$ cat src/rtl/hcw_pkg.sv
package hcw_pkg;

  // Input item actions
  localparam logic [1:0] ACT_ARM  = 2'd0;
  localparam logic [1:0] ACT_BYTE = 2'd1;
  localparam logic [1:0] ACT_TICK = 2'd2;

  // Result outcomes
  localparam logic [1:0] OUT_OK      = 2'd0;
  localparam logic [1:0] OUT_FAILED  = 2'd1;
  localparam logic [1:0] OUT_TIMEOUT = 2'd2;

  // H4 / HCI constants
  localparam logic [7:0] H4_EVENT_TYPE     = 8'h04;
  localparam logic [7:0] EVT_CMD_COMPLETE  = 8'h0E;
  localparam logic [7:0] STATUS_SUCCESS    = 8'h00;
  localparam logic [7:0] CMD_COMPLETE_MIN  = 8'd4;
  localparam logic [7:0] IDX_OPCODE_LO     = 8'd1;
  localparam logic [7:0] IDX_OPCODE_HI     = 8'd2;
  localparam logic [7:0] IDX_STATUS        = 8'd3;

  typedef struct packed {
    logic [1:0] action;
    logic [15:0] expected_opcode;
    logic [15:0] wait_ms;
    logic [7:0] rx_byte;
  } item_t;

  typedef struct packed {
    logic [1:0] outcome;
    logic [7:0] status_code;
  } result_t;

endpackage

$ cat src/rtl/hcw_if.sv
interface hcw_in_if;
  logic valid;
  logic ready;
  logic [1:0] action;
  logic [15:0] expected_opcode;
  logic [15:0] wait_ms;
  logic [7:0] rx_byte;

  modport source (output valid, action, expected_opcode, wait_ms, rx_byte, input ready);
  modport sink (input valid, action, expected_opcode, wait_ms, rx_byte, output ready);
endinterface

interface hcw_out_if;
  logic valid;
  logic ready;
  logic [1:0] outcome;
  logic [7:0] status_code;

  modport source (output valid, outcome, status_code, input ready);
  modport sink (input valid, outcome, status_code, output ready);
endinterface

$ cat src/rtl/hcw_core.sv
module hcw_core (
  input  logic            clk,
  input  logic            rst,
  input  logic            accept,
  input  hcw_pkg::item_t  item,
  output logic            res_valid,
  output hcw_pkg::result_t res
);
  import hcw_pkg::*;

  typedef enum logic [2:0] {
    PH_IDLE,
    PH_TYPE,
    PH_EVENT,
    PH_LEN,
    PH_PARAMS
  } phase_t;

  phase_t      phase, phase_next;
  logic [7:0]  event_code, event_code_next;
  logic [7:0]  param_length, param_length_next;
  logic [7:0]  param_index, param_index_next;
  logic [15:0] seen_opcode, seen_opcode_next;
  logic [7:0]  seen_status, seen_status_next;
  logic [15:0] wanted_opcode, wanted_opcode_next;
  logic [15:0] limit_ms, limit_ms_next;
  logic [15:0] elapsed_ms, elapsed_ms_next;
  logic [15:0] gap_ms, gap_ms_next;

  logic       between;
  logic       eop;
  logic       fin;
  logic [1:0] fin_outcome;
  logic [7:0] fin_status;
  logic [7:0] index_inc;

  assign index_inc = param_index + 8'd1;

  always_comb begin
    phase_next         = phase;
    event_code_next    = event_code;
    param_length_next  = param_length;
    param_index_next   = param_index;
    seen_opcode_next   = seen_opcode;
    seen_status_next   = seen_status;
    wanted_opcode_next = wanted_opcode;
    limit_ms_next      = limit_ms;
    elapsed_ms_next    = elapsed_ms;
    gap_ms_next        = gap_ms;
    between            = 1'b0;
    eop                = 1'b0;
    fin                = 1'b0;
    fin_outcome        = OUT_TIMEOUT;
    fin_status         = 8'd0;

    if (accept) begin
      case (item.action)
        ACT_ARM: begin
          wanted_opcode_next = item.expected_opcode;
          limit_ms_next      = item.wait_ms;
          elapsed_ms_next    = 16'd0;
          gap_ms_next        = 16'd0;
          between            = 1'b1;
        end
        ACT_BYTE: begin
          if (phase != PH_IDLE) begin
            gap_ms_next = 16'd0;
            unique case (phase)
              PH_TYPE: begin
                if (item.rx_byte != H4_EVENT_TYPE) between = 1'b1;
                else phase_next = PH_EVENT;
              end
              PH_EVENT: begin
                event_code_next = item.rx_byte;
                phase_next      = PH_LEN;
              end
              PH_LEN: begin
                param_length_next = item.rx_byte;
                param_index_next  = 8'd0;
                if (item.rx_byte == 8'd0) eop = 1'b1;
                else phase_next = PH_PARAMS;
              end
              PH_PARAMS: begin
                if (param_index == IDX_OPCODE_LO) seen_opcode_next[7:0] = item.rx_byte;
                else if (param_index == IDX_OPCODE_HI) seen_opcode_next[15:8] = item.rx_byte;
                else if (param_index == IDX_STATUS) seen_status_next = item.rx_byte;
                param_index_next = index_inc;
                if (index_inc >= param_length) eop = 1'b1;
              end
              default: phase_next = PH_IDLE;
            endcase
          end
        end
        ACT_TICK: begin
          if (phase != PH_IDLE) begin
            if (elapsed_ms != 16'hFFFF) elapsed_ms_next = elapsed_ms + 16'd1;
            if (gap_ms != 16'hFFFF) gap_ms_next = gap_ms + 16'd1;
            if (gap_ms_next >= limit_ms) fin = 1'b1;
          end
        end
        default: ;
      endcase
    end

    // End of packet: match on Command Complete or drop it
    if (eop) begin
      if (event_code_next == EVT_CMD_COMPLETE && param_length_next >= CMD_COMPLETE_MIN &&
          seen_opcode_next == wanted_opcode_next) begin
        fin         = 1'b1;
        fin_outcome = (seen_status_next == STATUS_SUCCESS) ? OUT_OK : OUT_FAILED;
        fin_status  = seen_status_next;
      end else begin
        between = 1'b1;
      end
    end

    // Between packets: check total timeout, else wait for a type byte
    if (between) begin
      event_code_next   = 8'd0;
      param_length_next = 8'd0;
      param_index_next  = 8'd0;
      seen_opcode_next  = 16'd0;
      seen_status_next  = 8'd0;
      if (elapsed_ms_next >= limit_ms_next) fin = 1'b1;
      else phase_next = PH_TYPE;
    end

    if (fin) begin
      phase_next        = PH_IDLE;
      event_code_next   = 8'd0;
      param_length_next = 8'd0;
      param_index_next  = 8'd0;
      seen_opcode_next  = 16'd0;
      seen_status_next  = 8'd0;
    end
  end

  assign res_valid       = fin;
  assign res.outcome     = fin_outcome;
  assign res.status_code = fin_status;

  always_ff @(posedge clk) begin
    if (rst) begin
      phase         <= PH_IDLE;
      event_code    <= 8'd0;
      param_length  <= 8'd0;
      param_index   <= 8'd0;
      seen_opcode   <= 16'd0;
      seen_status   <= 8'd0;
      wanted_opcode <= 16'd0;
      limit_ms      <= 16'd0;
      elapsed_ms    <= 16'd0;
      gap_ms        <= 16'd0;
    end else begin
      phase         <= phase_next;
      event_code    <= event_code_next;
      param_length  <= param_length_next;
      param_index   <= param_index_next;
      seen_opcode   <= seen_opcode_next;
      seen_status   <= seen_status_next;
      wanted_opcode <= wanted_opcode_next;
      limit_ms      <= limit_ms_next;
      elapsed_ms    <= elapsed_ms_next;
      gap_ms        <= gap_ms_next;
    end
  end

endmodule

$ cat src/rtl/hcw_out_buf.sv
module hcw_out_buf (
  input  logic             clk,
  input  logic             rst,
  input  logic             push,
  input  hcw_pkg::result_t data,
  output logic             room,
  hcw_out_if.source        out_ch
);
  import hcw_pkg::*;

  logic    out_valid;
  result_t out_data;
  logic    skid_valid;
  result_t skid_data;

  assign room = !skid_valid;

  always_ff @(posedge clk) begin
    if (rst) begin
      out_valid  <= 1'b0;
      skid_valid <= 1'b0;
    end else if (!out_valid || out_ch.ready) begin
      // Output slot frees: drain skid first, else take the new item
      if (skid_valid) begin
        out_valid  <= 1'b1;
        out_data   <= skid_data;
        skid_valid <= 1'b0;
      end else begin
        out_valid <= push;
        out_data  <= data;
      end
    end else if (push) begin
      skid_valid <= 1'b1;
      skid_data  <= data;
    end
  end

  assign out_ch.valid       = out_valid;
  assign out_ch.outcome     = out_data.outcome;
  assign out_ch.status_code = out_data.status_code;

endmodule

$ cat src/rtl/hci_command_complete_waiter.sv
// Channel  Dir  Payload                                     Handshake
// in_ch    in   action, expected_opcode, wait_ms, rx_byte   valid/ready
// out_ch   out  outcome, status_code                        valid/ready
//
// One item per cycle while ready; any result reaches out_ch from a register.
// The parser state advances in the same cycle an item is accepted.
// A two-entry output buffer (result register plus skid) lets input continue
// while one result is stalled; in_ch.ready drops only when both entries hold.
// rst is synchronous, active high: idle, not armed, all counters zero.
module hci_command_complete_waiter (
  input  logic       clk,
  input  logic       rst,
  hcw_in_if.sink     in_ch,
  hcw_out_if.source  out_ch
);
  import hcw_pkg::*;

  logic    accept;
  logic    room;
  item_t   item;
  logic    res_valid;
  result_t res;

  // Hold off input only while a result would have nowhere to go
  assign in_ch.ready = room;
  assign accept      = in_ch.valid && in_ch.ready;

  assign item.action          = in_ch.action;
  assign item.expected_opcode = in_ch.expected_opcode;
  assign item.wait_ms         = in_ch.wait_ms;
  assign item.rx_byte         = in_ch.rx_byte;

  // Frame the H4 stream, track timeouts, decide the outcome
  hcw_core u_core (
    .clk       (clk),
    .rst       (rst),
    .accept    (accept),
    .item      (item),
    .res_valid (res_valid),
    .res       (res)
  );

  // Register the result and absorb output stalls
  hcw_out_buf u_out_buf (
    .clk    (clk),
    .rst    (rst),
    .push   (res_valid),
    .data   (res),
    .room   (room),
    .out_ch (out_ch)
  );

endmodule

$ cat src/flat_wrapper.sv
// flat-port wrapper written by rule: the top's interface ports become plain ports
module hci_command_complete_waiter_flat import hcw_pkg::*;
  (clk, rst, in_ch_valid, in_ch_action, in_ch_expected_opcode, in_ch_wait_ms, in_ch_rx_byte, in_ch_ready, out_ch_valid, out_ch_outcome, out_ch_status_code, out_ch_ready);
  hcw_in_if in_ch_i ();
  hcw_out_if out_ch_i ();
  input  logic clk;
  input  logic rst;
  input wire logic [$bits(in_ch_i.valid)-1:0] in_ch_valid;
  input wire logic [$bits(in_ch_i.action)-1:0] in_ch_action;
  input wire logic [$bits(in_ch_i.expected_opcode)-1:0] in_ch_expected_opcode;
  input wire logic [$bits(in_ch_i.wait_ms)-1:0] in_ch_wait_ms;
  input wire logic [$bits(in_ch_i.rx_byte)-1:0] in_ch_rx_byte;
  output wire logic [$bits(in_ch_i.ready)-1:0] in_ch_ready;
  output wire logic [$bits(out_ch_i.valid)-1:0] out_ch_valid;
  output wire logic [$bits(out_ch_i.outcome)-1:0] out_ch_outcome;
  output wire logic [$bits(out_ch_i.status_code)-1:0] out_ch_status_code;
  input wire logic [$bits(out_ch_i.ready)-1:0] out_ch_ready;
  assign in_ch_i.valid = in_ch_valid;
  assign in_ch_i.action = in_ch_action;
  assign in_ch_i.expected_opcode = in_ch_expected_opcode;
  assign in_ch_i.wait_ms = in_ch_wait_ms;
  assign in_ch_i.rx_byte = in_ch_rx_byte;
  assign in_ch_ready = in_ch_i.ready;
  assign out_ch_valid = out_ch_i.valid;
  assign out_ch_outcome = out_ch_i.outcome;
  assign out_ch_status_code = out_ch_i.status_code;
  assign out_ch_i.ready = out_ch_ready;
  hci_command_complete_waiter u_core (.clk(clk), .rst(rst), .in_ch(in_ch_i), .out_ch(out_ch_i));
endmodule
$ cat config.mk
export PLATFORM = sky130hd
export DESIGN_NAME = hci_command_complete_waiter_flat
export DESIGN_NICKNAME = d
export VERILOG_FILES = /design/src/rtl/hcw_pkg.sv /design/src/rtl/hcw_if.sv /design/src/rtl/hcw_core.sv /design/src/rtl/hcw_out_buf.sv /design/src/rtl/hci_command_complete_waiter.sv /design/src/flat_wrapper.sv
export SDC_FILE = /design/constraint.sdc
export NUM_CORES = 1
export LEC_CHECK = 0
export ABC_AREA = 1
export BUFFER_PORTS_ARGS = -buffer_cell sky130_fd_sc_hd__buf_4
export CORE_UTILIZATION = 50
export CTS_BUF_LIST = sky130_fd_sc_hd__clkbuf_4 sky130_fd_sc_hd__clkbuf_8 sky130_fd_sc_hd__clkbuf_16
export DETAILED_ROUTE_END_ITERATION = 8
export PLACE_DENSITY = 0.68
export SLEW_MARGIN = 20
export SYNTH_ARGS = -nofsm -noshare
export SYNTH_HDL_FRONTEND = slang
export SYNTH_SLANG_ARGS = --single-unit
$ cat constraint.sdc
create_clock -name clk -period 4.95 [get_ports clk]
set_input_delay 0.495 -clock clk [delete_from_list [all_inputs] [get_ports clk]]
set_output_delay 0.495 -clock clk [all_outputs]
set_load 0.1 [all_outputs]
; ---- Word level (Yosys, flattened, before mapping)
; Index checks and enable logic that the tools add are counted.
[op_classes]
addsub = 3
magnitude_cmp = 4
n_eq_ne = 16
mux = 74
bitwise = 2
n_reduce_logical = 19
[op_table]
columns = op, n
row1 = 16-bit two-way mux, 17
row2 = 8-bit two-way mux, 20
row3 = 16-bit case mux with 3 select lines, 1
row4 = "16-bit by 1-bit adder with 16-bit output, second input constant", 2
row5 = 16-bit greater-or-equal comparator, 2
row6 = "16-bit inequality test, second input constant", 2
row7 = 16-bit case mux with 2 select lines, 1
row8 = 1-bit two-way mux, 21
row9 = 3-bit two-way mux, 7
row10 = 16-bit equality test, 1
row11 = "8-bit by 2-bit equality test with 1-bit output, second input constant", 2
row12 = 8-bit logical NOT, 2
row13 = 8-bit case mux with 2 select lines, 1
row14 = 3-bit case mux with 4 select lines, 1
row15 = 10-bit two-way mux, 1
row16 = "8-bit by 1-bit adder with 8-bit output, second input constant", 1
row17 = "8-bit by 1-bit equality test with 1-bit output, second input constant", 1
row18 = "8-bit by 4-bit equality test with 1-bit output, second input constant", 1
row19 = "8-bit by 3-bit greater-or-equal comparator with 1-bit output, second input constant", 1
row20 = 8-bit greater-or-equal comparator, 1
row21 = "8-bit by 3-bit inequality test with 1-bit output, second input constant", 1
row22 = 4-bit AND reduction, 2
row23 = "3-bit by 2-bit equality test with 1-bit output, second input constant", 2
row24 = 3-bit nonzero test, 2
row25 = other kinds (17), 25
[totals]
regBits = 137
input_bits = 46
elab_cells = 134

; ---- Longest topological paths before layout
; Gate-level depths: netlist of the first run.
[logic_depth]
ltp_word = 15
mapped_depth = 27

; ---- Cells and area by module
; Synthesis of the first run repeated with hierarchy kept, for this count alone.
[unflattened]
hier_cells = 1157
area_unflattened_um2 = 8070.2
[modules_own_cells]
columns = mod, instances, cells_each, area_each_um2, seq_area_each_um2
row1 = hcw_core, 1, 1090, 7245.7, 2302.2
row2 = hcw_out_buf, 1, 65, 817.0, 640.6
row3 = hci_command_complete_waiter, 1, 2, 7.5, 0.0

; ---- Worst setup path before layout of the first run
; OpenSTA, ideal clock, no wires.
[synth_timing]
path_type = input-to-reg
start = input in_ch_valid
end = register u_core.u_out_buf.skid_data[0] (netlist bit) (enable)
setup_ns = 0.380
arrival_ns = 3.286
t_required_ns = 4.570
setup_slack_ns = 1.284
stages = 22
n_path_buf = 3
path_cell_list = inv_1 -> nor2_1 -> nand2_1 -> nor2_2 -> buf_2 -> buf_1 -> buf_1 -> nor3_1 -> ha_1 -> a21boi_0 -> o21ai_0 -> nand2_1 -> nand2_1 -> nand2_1 -> nand2_1 -> nand2_1 -> nand2_1 -> nand2_1 -> nand2_1 -> nand2_1 -> nand2_1 -> a21oi_1
[synth_between]
elab_cells_between_ends = 23
[synth_rtl]
columns = item, line
row1 = "start, declared", flat_wrapper.sv:8  ; input wire logic [$bits(in_ch_i.valid)-1:0] in_ch_valid;
row2 = 1-bit logical AND, hci_command_complete_waiter.sv:26  ; assign accept = in_ch.valid && in_ch.ready;
row3 = 16-bit two-way mux, hcw_core.sv:56  ; if (accept) begin
row4 = named net u_core.u_core.elapsed_ms_next[2], hcw_core.sv:27  ; logic [15:0] elapsed_ms, elapsed_ms_next;
row5 = 16-bit greater-or-equal comparator, hcw_core.sv:124  ; if (elapsed_ms_next >= limit_ms_next) fin = 1'b1;
row6 = 1-bit two-way mux, hcw_core.sv:124
row7 = 1-bit two-way mux, hcw_core.sv:118  ; if (between) begin
row8 = 3-bit AND reduction (no line), n/a
row9 = "end signal, assigned", hcw_out_buf.sv:34  ; skid_data <= data;
row10 = "end, declared", hcw_out_buf.sv:14  ; result_t skid_data;
; The timed path passes the listed nets, and every way through them passes these cells.
; A chain may end at the register's enable or synchronous reset.

; ---- Worst setup path in the final report of the first run
[layout_timing]
start = register u_core.u_core.gap_ms[3]
end = register u_core.u_core.param_length[0]
[layout_between]
elab_chain_len = 15
elab_cells_between_ends = 16
[layout_lines]
columns = item, line
row1 = "start, declared", hcw_core.sv:28  ; logic [15:0] gap_ms, gap_ms_next;
row2 = "start signal, assigned", hcw_core.sv:164  ; gap_ms <= gap_ms_next;
row3 = 16-bit by 1-bit adder with 16-bit output / 16-bit inequality test (equally long branches), hcw_core.sv:97  ; if (gap_ms != 16'hFFFF) gap_ms_next = gap_ms + 16'd1;
row4 = 16-bit two-way mux (*), hcw_core.sv:97
row5 = 16-bit two-way mux (*), hcw_core.sv:95  ; if (phase != PH_IDLE) begin
row6 = 16-bit two-way mux (*), hcw_core.sv:57  ; case (item.action)
row7 = 16-bit two-way mux (*), hcw_core.sv:56
row8 = 16-bit greater-or-equal comparator (*), hcw_core.sv:98  ; if (gap_ms_next >= limit_ms) fin = 1'b1;
row9 = 1-bit two-way mux (*), hcw_core.sv:98
row10 = 1-bit two-way mux (*), hcw_core.sv:95
row11 = 1-bit two-way mux (*), hcw_core.sv:57
row12 = 1-bit two-way mux (*), hcw_core.sv:56
row13 = 1-bit two-way mux, hcw_core.sv:107  ; if (event_code_next == EVT_CMD_COMPLETE && param_length_next >= CMD_COMPLETE_MIN &&
row14 = 1-bit two-way mux (*), hcw_core.sv:106  ; if (eop) begin
row15 = 1-bit two-way mux, hcw_core.sv:124
row16 = 1-bit two-way mux (*), hcw_core.sv:118
row17 = 3-bit OR reduction (no line) (*), n/a
row18 = "end signal, assigned", hcw_core.sv:157  ; param_length <= param_length_next;
row19 = "end, declared", hcw_core.sv:21  ; logic [7:0] param_length, param_length_next;
; Mark *: on every way between the ends. The rest lies on a longest branch, timed or not. The select of a mux whose other input is x is not followed.

==> results.ini, run 1 <==
[outcome]
status = finished clean

[sta]
final.setup.tns_ns = 0
maxSlewHeadroom_pct = 47.61
final_max_slew_viol_count = 0
finalHoldViolCount = 0
period_needed_ns = 3.938
worstMarginPinSlew_ns = 0.7829
finalSetupViolCount = 0
rsz0062_at_grt = false
fin_crit_sh_pct = 79.55
max_freq_mhz = 254.0
whs_ns = 0.3736
fin_skew_ns = 0.007897

[clocking]
path_clk_slew_ns = 0.06
clock_sinks = 137
numCtsBuffers = 17
cts_resized = 0
cts_root_buffer = clkbuf_16
cts_tree = yes
clkLatencyLatePin_ns = 0.42
post_cts_buffers = 0
h-tree-depth = 4
hold_buffers = 0
clockBufferDepth = 2

[synthesis]
syn_area_sq_um = 7899
yosys.area_share.simple_pct = 31.52
synthCells = 1147
ys_seq_area_share_pct = 37.26
synth_edf_count = 20
synth_compound_gate_area_share_pct = 11.61
synth_area_per_cell_sq_um = 6.887
ys_ff_latch = 137
muxShareOfSynthArea_pct = 0
synth.distinct_cells = 42
yosys_warnings = 0
yosys.area_share.xor_xnor_pct = 2.107
synthAdderAreaFrac_pct = 7.128
ys_async_sr_fraction_pct = 0
syn_nets = 1238
synth_top_family_by_area = simple AND/OR/NAND/NOR gates
synth_flop_cell = dfxtp_1

[global_routing]
grt_pass1_wl_microns = 31900
antenna_found_initial = 0
grt_pass1_vias = 6601
grt_max_degree = 65
grtUsageTotal_pct = 24.90
grt-ovfl-total = 0

[floorplan]
pin_count = 58
dieArea_sq_um = 16300
initial_utilization_pct = 51.58
die_y_microns = 127.7
num_rows = 45
coreArea_sq_um = 15310
die_x_microns = 127.7

[route]
wl_microns = 18810
wire_per_inst_microns = 13.19
vias_per_cell = 5.028
dr.pass1.iters = 5
vias = 7170
ant_nets = 0
route.detailed.drc = 0
drt-initial-drc-count = 432

[power]
p_per_area_nw_per_um2 = 293.6
vdd_drop_max_mv = 0.2225
switching_share_pct = 24.91
power_frac_comb_pct = 8.6
p_leak_nw = 4.087
p_int_mw = 2.003
seqPwrFrac_pct = 43.0
power.net_switching_mw = 0.6646
p_clk_share_pct = 48.4

[worst_setup_path]
worstPathRequired_ns = 5.25
worstPathCellList = inv_1 > nor3_1 > nand3_1 > nor2_1 > nand2_1 > nor2_1 > inv_1 > o21ai_0 > a21o_1 > ha_1 > nand2_1 > inv_1 > nand3_1 > nor3_1 > nand3_1 > nand3_1 > nand2_1 > nand2_1 > inv_2 > nand3_4 > buf_4 > nor2_1
critical_path_class = reg -> reg
rrSetupSlack_ns = 1.01
critPathCaptureType = register
path_max_fanout = 30
crit_family = simple AND/OR/NAND/NOR gates
crit_arrival_ns = 4.23
startpoint_type = register
cp_slowest_cell = buf_4
critPathBufInv = 5
slowest_delay_ns = 0.48

[finish]
areaGrowthSynthToFinish_pct = 15.03
seqCellArea_sq_um = 2943
diodes = 0
final_util_pct = 59.33
n_fill_cell = 1531
layout-drive-gt1-share_pct = 12.35
multiInputGateArea_sq_um = 4136
nets = 1293

[placed_design]
port_buffers = 57
gp_congestion = 0.8914
dp_hpwl_microns = 13910

[worst_hold_path]
min_path_type = in -> reg

[flow_run]
drv_cap = 0

## placed cells by master (no fill, tap or decap), types with 4 or more instances in the layout
| master | count |
|---|---|
| a21oi_1 | 60 |
| a21oi_2 | 22 |
| buf_4 | 65 |
| clkbuf_16 | 17 |
| dfxtp_1 | 117 |
| edfxtp_1 | 20 |
| ha_1 | 45 |
| inv_1 | 166 |
| inv_2 | 7 |
| nand2_1 | 314 |
| nand2_2 | 8 |
| nand3_1 | 60 |
| nand4_1 | 13 |
| nor2_1 | 127 |
| nor2_2 | 10 |
| nor3_1 | 26 |
| nor4_1 | 17 |
| o21ai_0 | 49 |
| o21ai_1 | 10 |
| xnor2_1 | 4 |
| xor2_1 | 15 |
## registers in the layout (all words and copies together) (netlist names), 2 cells and up
signal / cells
u_core.u_core.param_index: 8
u_core.u_core.elapsed_ms: 16
u_core.u_core.param_length: 8
u_core.u_core.event_code: 8
u_core.u_core.gap_ms: 16
u_core.u_out_buf.skid_data: 10
u_core.u_core.seen_status: 8
u_core.u_out_buf.out_ch.outcome: 2
u_core.u_core.wanted_opcode: 16
u_core.u_core.phase: 3
u_core.u_core.limit_ms: 16
u_core.u_out_buf.out_ch.status_code: 8
u_core.u_core.seen_opcode: 16
## through the flow
step / total power [mW] / instances / setup WS [ns] / cell area [sq um]
2_1_floorplan: 1.326 / 1147 / 1.284 / 7899
3_3_place_gp: 1.398 / 1394 / 1.083 / 8484
3_5_place_dp: 1.400 / 1394 / 1.072 / 8484
4_1_cts: 2.686 / 1426 / 1.019 / 9086
5_1_grt: 2.770 / 1426 / 0.4498 / 9086
6_report: 2.668 / 1426 / 1.012 / 9086
## per-layer routing
layer  GRT usage, %  up-vias  routed length [microns]  part of all wire [%]
li1               -     3788                        -                     -
met5              0        -                        0                     0
met2          39.57      163                     8243                    44
met4          6.436        0                      240                   1.3
met1          34.10     3201                     9402                    50
met3          5.760       18                      922                   4.9
## tightest hold or removal path: stages
cell,delay (ns)
buf_4,0.08
o21ai_1,0.10
nor2_1,0.09
## worst paths after layout
path,startpoint,end,depth (start not counted)
hold / removal,in_ch_expected_opcode[0],u_core.u_core.wanted_opcode[0],3
hold reg to reg,u_core.u_core.gap_ms[7],u_core.u_core.gap_ms[7],2
setup / recovery,u_core.u_core.gap_ms[3],u_core.u_core.param_length[0],22
setup reg to reg,u_core.u_core.gap_ms[3],u_core.u_core.param_length[0],22
## cells by family (layout without fill, tap and decap cells)
logic type	after synthesis	after routing
simple gates	585	585
flops	137	137
xor+xnor	19	19
buf+inv	203	271
compound gates	158	158
fa+ha+maj	45	45
## cells in the mapped netlist (all sizes together) (17+ instances only)
| cell type | count | area, sq um |
|---|---|---|
| a21oi | 82 | 493.0 |
| ha | 45 | 563.0 |
| nor3 | 26 | 130.1 |
| nor2 | 141 | 593.1 |
| nand2 | 322 | 1229 |
| nor4 | 17 | 106.4 |
| o21ai | 59 | 295.3 |
| edfxtp | 20 | 600.6 |
| nand3 | 61 | 317.8 |
| inv | 173 | 649.4 |
| dfxtp | 117 | 2342 |
## power by group through the flow
stage / clock (mW) / combinational (mW) / sequential [mW]
floorplan: 0 / 0.133 / 1.19
global placement: 0 / 0.226 / 1.17
detailed placement: 0 / 0.228 / 1.17
CTS: 1.31 / 0.229 / 1.15
global route: 1.36 / 0.258 / 1.15
finish: 1.29 / 0.229 / 1.15
## area by class of cell
cell class,instances,share of cell area [%]
clock inverter,12,1.487
multi-input combinational,807,45.52
clock buffer,20,5.136
timing repair buffer,65,5.370
inverter,174,7.188
sequential,137,32.39
tap,211,2.906
Note: power is estimated with default switching activity, not from simulation.
==> inputs of run 2 (changes only) <==
Clock period 4.95 ns to 4.09 ns, I/O delays scaled along.
==> run 2 against run 1 <==
Net effect:
- utilization increased by 0.83 points
- clock skew about the same
- setup slack got worse by 0.57 ns
- critical path depth increased by 1
- critical path type unchanged
- critical endpoint is now u_core.u_core.param_index[7]
- largest power group unchanged
==> results.ini, run 2 (same netlist as run 1, synthesis figures left out) <==
[clocking]
cts_tree = yes
h-tree-depth = 4  ; unchanged
hold_buffers = 0  ; unchanged
clock_sinks = 137  ; unchanged
path_clk_slew_ns = 0.06  ; about the same
numCtsBuffers = 17  ; unchanged
clockBufferDepth = 2  ; unchanged
clkLatencyLatePin_ns = 0.42  ; about the same
cts_root_buffer = clkbuf_16

[global_routing]
grt-ovfl-total = 0  ; unchanged
grt_max_degree = 65  ; unchanged
grt_pass1_wl_microns = 31130  ; -2.4%
antenna_found_initial = 0  ; unchanged
grtUsageTotal_pct = 24.03  ; -0.86 points
grt_pass1_vias = 6585  ; -0.24%

[finish]
n_fill_cell = 1505  ; -1.7%
design_area_sq_um = 9213  ; +1.4%
final_common_cell = nand2_1
layout-drive-gt1-share_pct = 12.91  ; +0.56 points
nets = 1302  ; +0.70%
diodes = 0  ; unchanged
layout_common_cells = nand2_1 (314), inv_1 (166), nor2_1 (127)
areaGrowthSynthToFinish_pct = 16.63
final_cell_count_no_fill = 1435  ; +0.63%

[route]
route.detailed.drc = 0  ; unchanged
vias = 7196  ; +0.36%
dr.pass1.iters = 5  ; unchanged
vias_per_cell = 5.015  ; -0.27%
drt-initial-drc-count = 469  ; +8.6%
ant_nets = 0  ; unchanged
wire_per_inst_microns = 12.57  ; -4.7%
wl_microns = 18030  ; -4.1%

[placed_design]
gp_congestion = 0.8733  ; -2.0%
placedCellCount = 1394  ; unchanged
port_buffers = 57  ; unchanged
dp_hpwl_microns = 13610  ; -2.1%
postPlaceCellArea_sq_um = 8513  ; +0.34%

[floorplan]
die_x_microns = 127.7  ; unchanged
dieArea_sq_um = 16300  ; unchanged
die_y_microns = 127.7  ; unchanged
num_rows = 45  ; unchanged
coreArea_sq_um = 15310  ; unchanged
pin_count = 58  ; unchanged
initial_utilization_pct = 51.58  ; unchanged

[sta]
finalHoldViolCount = 0  ; unchanged
period_needed_ns = 3.649  ; -0.2890 ns
finalSetupViolCount = 0  ; unchanged
fin_skew_ns = 0.008094  ; +0.0001964 ns
final.setup.tns_ns = 0  ; unchanged
rsz0062_at_grt = false
maxSlewHeadroom_pct = 50.37  ; +2.8 points
final_max_slew_viol_count = 0  ; unchanged
worstMarginPinSlew_ns = 0.7417  ; -0.04125 ns
fin_crit_sh_pct = 89.21  ; +9.7 points
max_freq_mhz = 274.1  ; +7.9%

[power]
p_per_area_nw_per_um2 = 362.2  ; +23%
p_leak_nw = 4.156  ; +1.7%
vdd_drop_max_mv = 0.3102  ; +39%

[outcome]
status = finished clean

[worst_hold_path]
min_path_type = in -> reg

[flow_run]
drv_cap = 0  ; unchanged

[worst_setup_path]
path_max_fanout = 18  ; -40%
worstPathRequired_ns = 4.44  ; -0.81 ns
critical_path_class = reg -> reg
critPathCaptureType = register
startpoint_type = register
crit_arrival_ns = 4.00  ; -0.23 ns

-- run 2: changes by cell type in the layout (fill, tap and decap cells not counted) --
| cell | delta |
|---|---|
| clkbuf_8 | -3 |
| buf_4 | +7 |
| clkinv_1 | +2 |
| bufinv_16 | +3 |
| inv_4 | -2 |
| o21ai_1 | -1 |
| clkinvlp_4 | -1 |
| inv_6 | -3 |
| clkinv_2 | +4 |
| o21ai_2 | +1 |
| buf_12 | +2 |
-- run 2: where the power goes --
group	switching (mW)	internal [mW]	total, mW
sequential	0.00583	1.38	1.39
clock	0.586	1.07	1.66
combinational	0.189	0.101	0.290
total	0.781	2.56	3.34
-- run 2: stage by stage --
| step | utilization (%) | power, mW | hold slack, ns | setup WS [ns] |
|---|---|---|---|---|
| finish | 60.16 | 3.337 | 0.2763 | 0.4414 |
| global route | 60.16 | 3.456 | 0.2819 | 0.07657 |
| CTS | 59.71 | 3.354 | 0.2628 | 0.4170 |
| detailed placement | 55.59 | 1.699 | 0.4728 | 0.4415 |
| global placement | 55.56 | 1.696 | 0.4723 | 0.5844 |
| floorplan | - | 1.604 | 0.4581 | 0.5100 |
-- run 2: repair_timing --
action | in CTS | in global routing
gates resized for setup | 0 | 0
buffers inserted | 0 | 9
hold endpoints to repair | 0 | 0
endpoints found under the setup margin | 0 | 20
-- run 2: worst max-delay path: stages, from the launching register on --
cell and delay (ns):
dfxtp_1 0.39, inv_1 0.09, nor3_1 0.26, nand3_1 0.17, nor2_1 0.19, nand2_1 0.07, nor2_1 0.27, inv_1 0.18
nand2_1 0.11, nor2_1 0.04, a21oi_1 0.20, ha_1 0.29, a21oi_1 0.14, o21ai_0 0.09, nand2_1 0.06, o211ai_1 0.08
nand2_1 0.07, nand3_1 0.08, nand2_1 0.08, nand2_1 0.07, inv_2 0.11, nand3_4 0.21, buf_12 0.25, a21oi_2 0.10
-- run 2: worst paths after layout --
check	endpoint	startpoint	cells after the start	slack (ns)
max	u_core.u_core.param_index[7]	u_core.u_core.gap_ms[3]	23	0.44
min	u_core.u_core.wanted_opcode[2]	in_ch_expected_opcode[2]	3	0.28
max reg2reg	u_core.u_core.param_index[7]	u_core.u_core.gap_ms[3]	23	0.44
min reg2reg	u_core.u_core.gap_ms[1]	u_core.u_core.gap_ms[1]	2	0.48
-- run 2: per-layer routing --
layer  vias up  track usage (%)  share of wire [%]
met5         -                0                  0
met4         0            8.028                1.8
met3        26            3.965                4.8
met2       177            38.54                 44
met1      3187            32.96                 49
li1       3806                -                  -
-- run 2: final cells by class --
class | count | area (sq um) | area share [%]
inverter | 174 | 653.1 | 7.089
sequential | 137 | 2943 | 31.94
clock buffer | 17 | 425.4 | 4.618
multi-input combinational | 807 | 4140 | 44.94
clock inverter | 15 | 206.4 | 2.241
tap | 211 | 264.0 | 2.866
timing repair buffer | 74 | 580.6 | 6.302
==> inputs of run 3 (changes only) <==
Settings changed: CORE_UTILIZATION 50 to 61, PLACE_DENSITY 0.68 to 0.81.
==> run 3 against run 2 <==
Net effect:
- hold slack better by 0.017 ns
- power is 1.8% higher
- clock power increased by 4%
- non-clock buffer count shrank 8
- utilization up 12 points
- critical path depth down 2
- routed wire length up 2.9%
- fmax rose by 1.0%
- register-to-register slack better by 0.04 ns
- critical endpoint is now u_core.u_out_buf.skid_data[4]
- largest power group unchanged
==> results.ini, run 3 (same netlist as run 1, synthesis figures left out) <==
[outcome]
status = finished clean

[route]
vias_per_cell = 5.297  ; +5.6%
wl_met1_microns = 8416  ; -5.5%
dr.max_layer_used = met4
drt-initial-drc-count = 732  ; +56%
wire_per_inst_microns = 13.37  ; +6.4%
dr.pass1.iters = 6  ; +1
wl_microns = 18560  ; +2.9%
wl_met3_microns = 968  ; +12%
routed-wl-met2_microns = 8710  ; +9.8%
ant_nets = 0  ; unchanged
route.detailed.drc = 0  ; unchanged
vias = 7352  ; +2.2%

[worst_setup_path]
path_max_fanout = 10  ; -8
reg2reg_depth = 21  ; -8.7%
startpoint_type = register
slowest_delay_ns = 0.40  ; about the same
crit_arrival_ns = 3.74  ; -0.26 ns
crit_path_end = u_core.u_out_buf.skid_data[4]
worst_path_most_repeated_cell = nand2_1
rrSetupSlack_ns = 0.48  ; +0.04 ns
critical_path_class = reg -> reg
worstPathRequired_ns = 4.22  ; -0.22 ns
worstPathCellList = inv_1 > nor3_1 > nand3_1 > nor2_1 > nand2_1 > nor2_2 > inv_1 > nand2_1 > o21ai_0 > ha_1 > a21oi_1 > o21ai_0 > nand2_1 > o211ai_1 > nand2_1 > nand3_1 > nand2_1 > nand2_1 > inv_2 > a21oi_1 > buf_4
reg2reg_from = u_core.u_core.gap_ms[3]
critPathCaptureType = register
cp-startpoint = u_core.u_core.gap_ms[3]
r2r-end = u_core.u_out_buf.skid_data[4]
path_depth = 21  ; -8.7%
critPathBufInv = 4  ; unchanged
cp_slowest_cell = dfxtp_1
crit_family = simple AND/OR/NAND/NOR gates

[floorplan]
pin_count = 58  ; unchanged
coreArea_sq_um = 12620  ; -18%
die_y_microns = 115.8  ; -9.3%
num_rows = 41  ; -8.9%
die_x_microns = 115.8  ; -9.3%
dieArea_sq_um = 13410  ; -18%
initial_utilization_pct = 62.59  ; +11 points

[sta]
finalSetupViolCount = 0  ; unchanged
max_freq_mhz = 276.9  ; +1.0%
setup_slack_ns = 0.4790  ; +0.03766 ns
finalHoldViolCount = 0  ; unchanged
final_max_slew_viol_count = 0  ; unchanged
rsz0062_at_grt = false
fin_skew_ns = 0.005510  ; -0.002584 ns
whs_ns = 0.2937  ; +0.01736 ns
fin_crit_sh_pct = 88.29  ; -0.92 points
period_needed_ns = 3.611  ; -0.03766 ns
maxSlewHeadroom_pct = 48.69  ; -1.7 points
worstMarginPinSlew_ns = 0.7668  ; +0.02511 ns
final.setup.tns_ns = 0  ; unchanged

[finish]
areaGrowthSynthToFinish_pct = 15.57
final_util_pct = 72.34  ; +12 points
diodes = 0  ; unchanged
seqCellArea_sq_um = 2943  ; unchanged
final_cell_count_no_fill = 1388  ; -3.3%
layout-drive-gt1-share_pct = 12.34  ; -0.57 points
design_area_sq_um = 9129  ; -0.91%
nets = 1294  ; -0.61%
n_fill_cell = 1026  ; -32%
multiInputGateArea_sq_um = 4139  ; about the same
layout_common_cells = nand2_1 (314), inv_1 (166), nor2_1 (126)
final_common_cell = nand2_1

[clocking]
clkLatencyLatePin_ns = 0.43  ; about the same
h-tree-depth = 4  ; unchanged
cts_root_buffer = clkbuf_16
clockBufferDepth = 2  ; unchanged
post_cts_buffers = 0  ; unchanged
numCtsBuffers = 17  ; unchanged
cts_tree = yes
clock_sinks = 137  ; unchanged
path_clk_slew_ns = 0.06  ; about the same

[power]
p_per_area_nw_per_um2 = 372.1  ; +2.7%
p_total_mw = 3.396  ; +1.8%
p_leak_nw = 4.135  ; -0.52%
vdd_drop_max_mv = 0.2259  ; -27%

[placed_design]
port_buffers = 57  ; unchanged
placedCellCount = 1356  ; -2.7%
dp_hpwl_microns = 13280  ; -2.4%
gp_congestion = 0.9197  ; +5.3%
postPlaceCellArea_sq_um = 8468  ; -0.53%
post-place-ws_ns = 0.4349  ; -0.006599 ns

[flow_run]
drv_cap = 0  ; unchanged

[global_routing]
grtUsageTotal_pct = 29.67  ; +5.6 points
grt_max_degree = 65  ; unchanged
grt_pass1_vias = 6836  ; +3.8%
grt_pass1_wl_microns = 30950  ; -0.57%
grt-ovfl-total = 0  ; unchanged
antenna_found_initial = 0  ; unchanged

[worst_hold_path]
min_path_type = in -> reg

==> run 3: worst reg2reg max path, cell delays in order, from the launching register on <==
cell      delay (ns)
dfxtp_1         0.40
inv_1           0.10
nor3_1          0.25
nand3_1         0.17
nor2_1          0.18
nand2_1         0.08
nor2_2          0.21
inv_1           0.16
nand2_1         0.08
o21ai_0         0.13
ha_1            0.33
a21oi_1         0.08
o21ai_0         0.20
nand2_1         0.07
o211ai_1        0.08
nand2_1         0.07
nand3_1         0.08
nand2_1         0.09
nand2_1         0.10
inv_2           0.06
a21oi_1         0.17
buf_4           0.21
==> run 3: final cells by class <==
class                      count  area share, %
sequential                   137          32.24
clock buffer                  18          4.742
tap                          172          2.357
multi-input combinational    807          45.34
inverter                     174          7.155
clock inverter                14          2.467
timing repair buffer          66          5.702
==> run 3: worst min-delay path by stage <==
| stage | cells past startpoint | slack [ns] | startpoint | endpoint |
|---|---|---|---|---|
| after detailed placement | 2 | 0.48 | u_core.u_core.gap_ms[2] | u_core.u_core.gap_ms[2] |
| after CTS | 3 | 0.29 | in_ch_expected_opcode[2] | u_core.u_core.wanted_opcode[2] |
| final | 3 | 0.29 | in_ch_expected_opcode[1] | u_core.u_core.wanted_opcode[1] |
| after floorplan | 2 | 0.46 | u_core.u_core.gap_ms[6] | u_core.u_core.gap_ms[6] |
| after global placement | 2 | 0.47 | u_core.u_core.event_code[1] | u_core.u_core.event_code[1] |
| after global routing | 3 | 0.30 | in_ch_expected_opcode[2] | u_core.u_core.wanted_opcode[2] |
==> run 3: timing repair <==
item                                    4_1_cts  5_1_grt
hold buffers                                  0        0
endpoints found under the hold margin         0        0
resized for setup                             0        1
endpoints found under the setup margin        0       14
==> run 3: power breakdown <==
| group | leakage, nW | internal, mW | switching, mW |
|---|---|---|---|
| combinational | 2.69 | 0.0924 | 0.188 |
| sequential | 1.12 | 1.38 | 0.00641 |
| clock | 0.327 | 1.14 | 0.583 |
| total | 4.13 | 2.62 | 0.777 |
==> run 3: per-layer routing <==
metal | vias to the layer above | GRT usage, %
li1 | 3783 | -
met1 | 3284 | 37.80
met2 | 246 | 49.68
met3 | 39 | 5.126
met4 | 0 | 12.39
met5 | - | 0
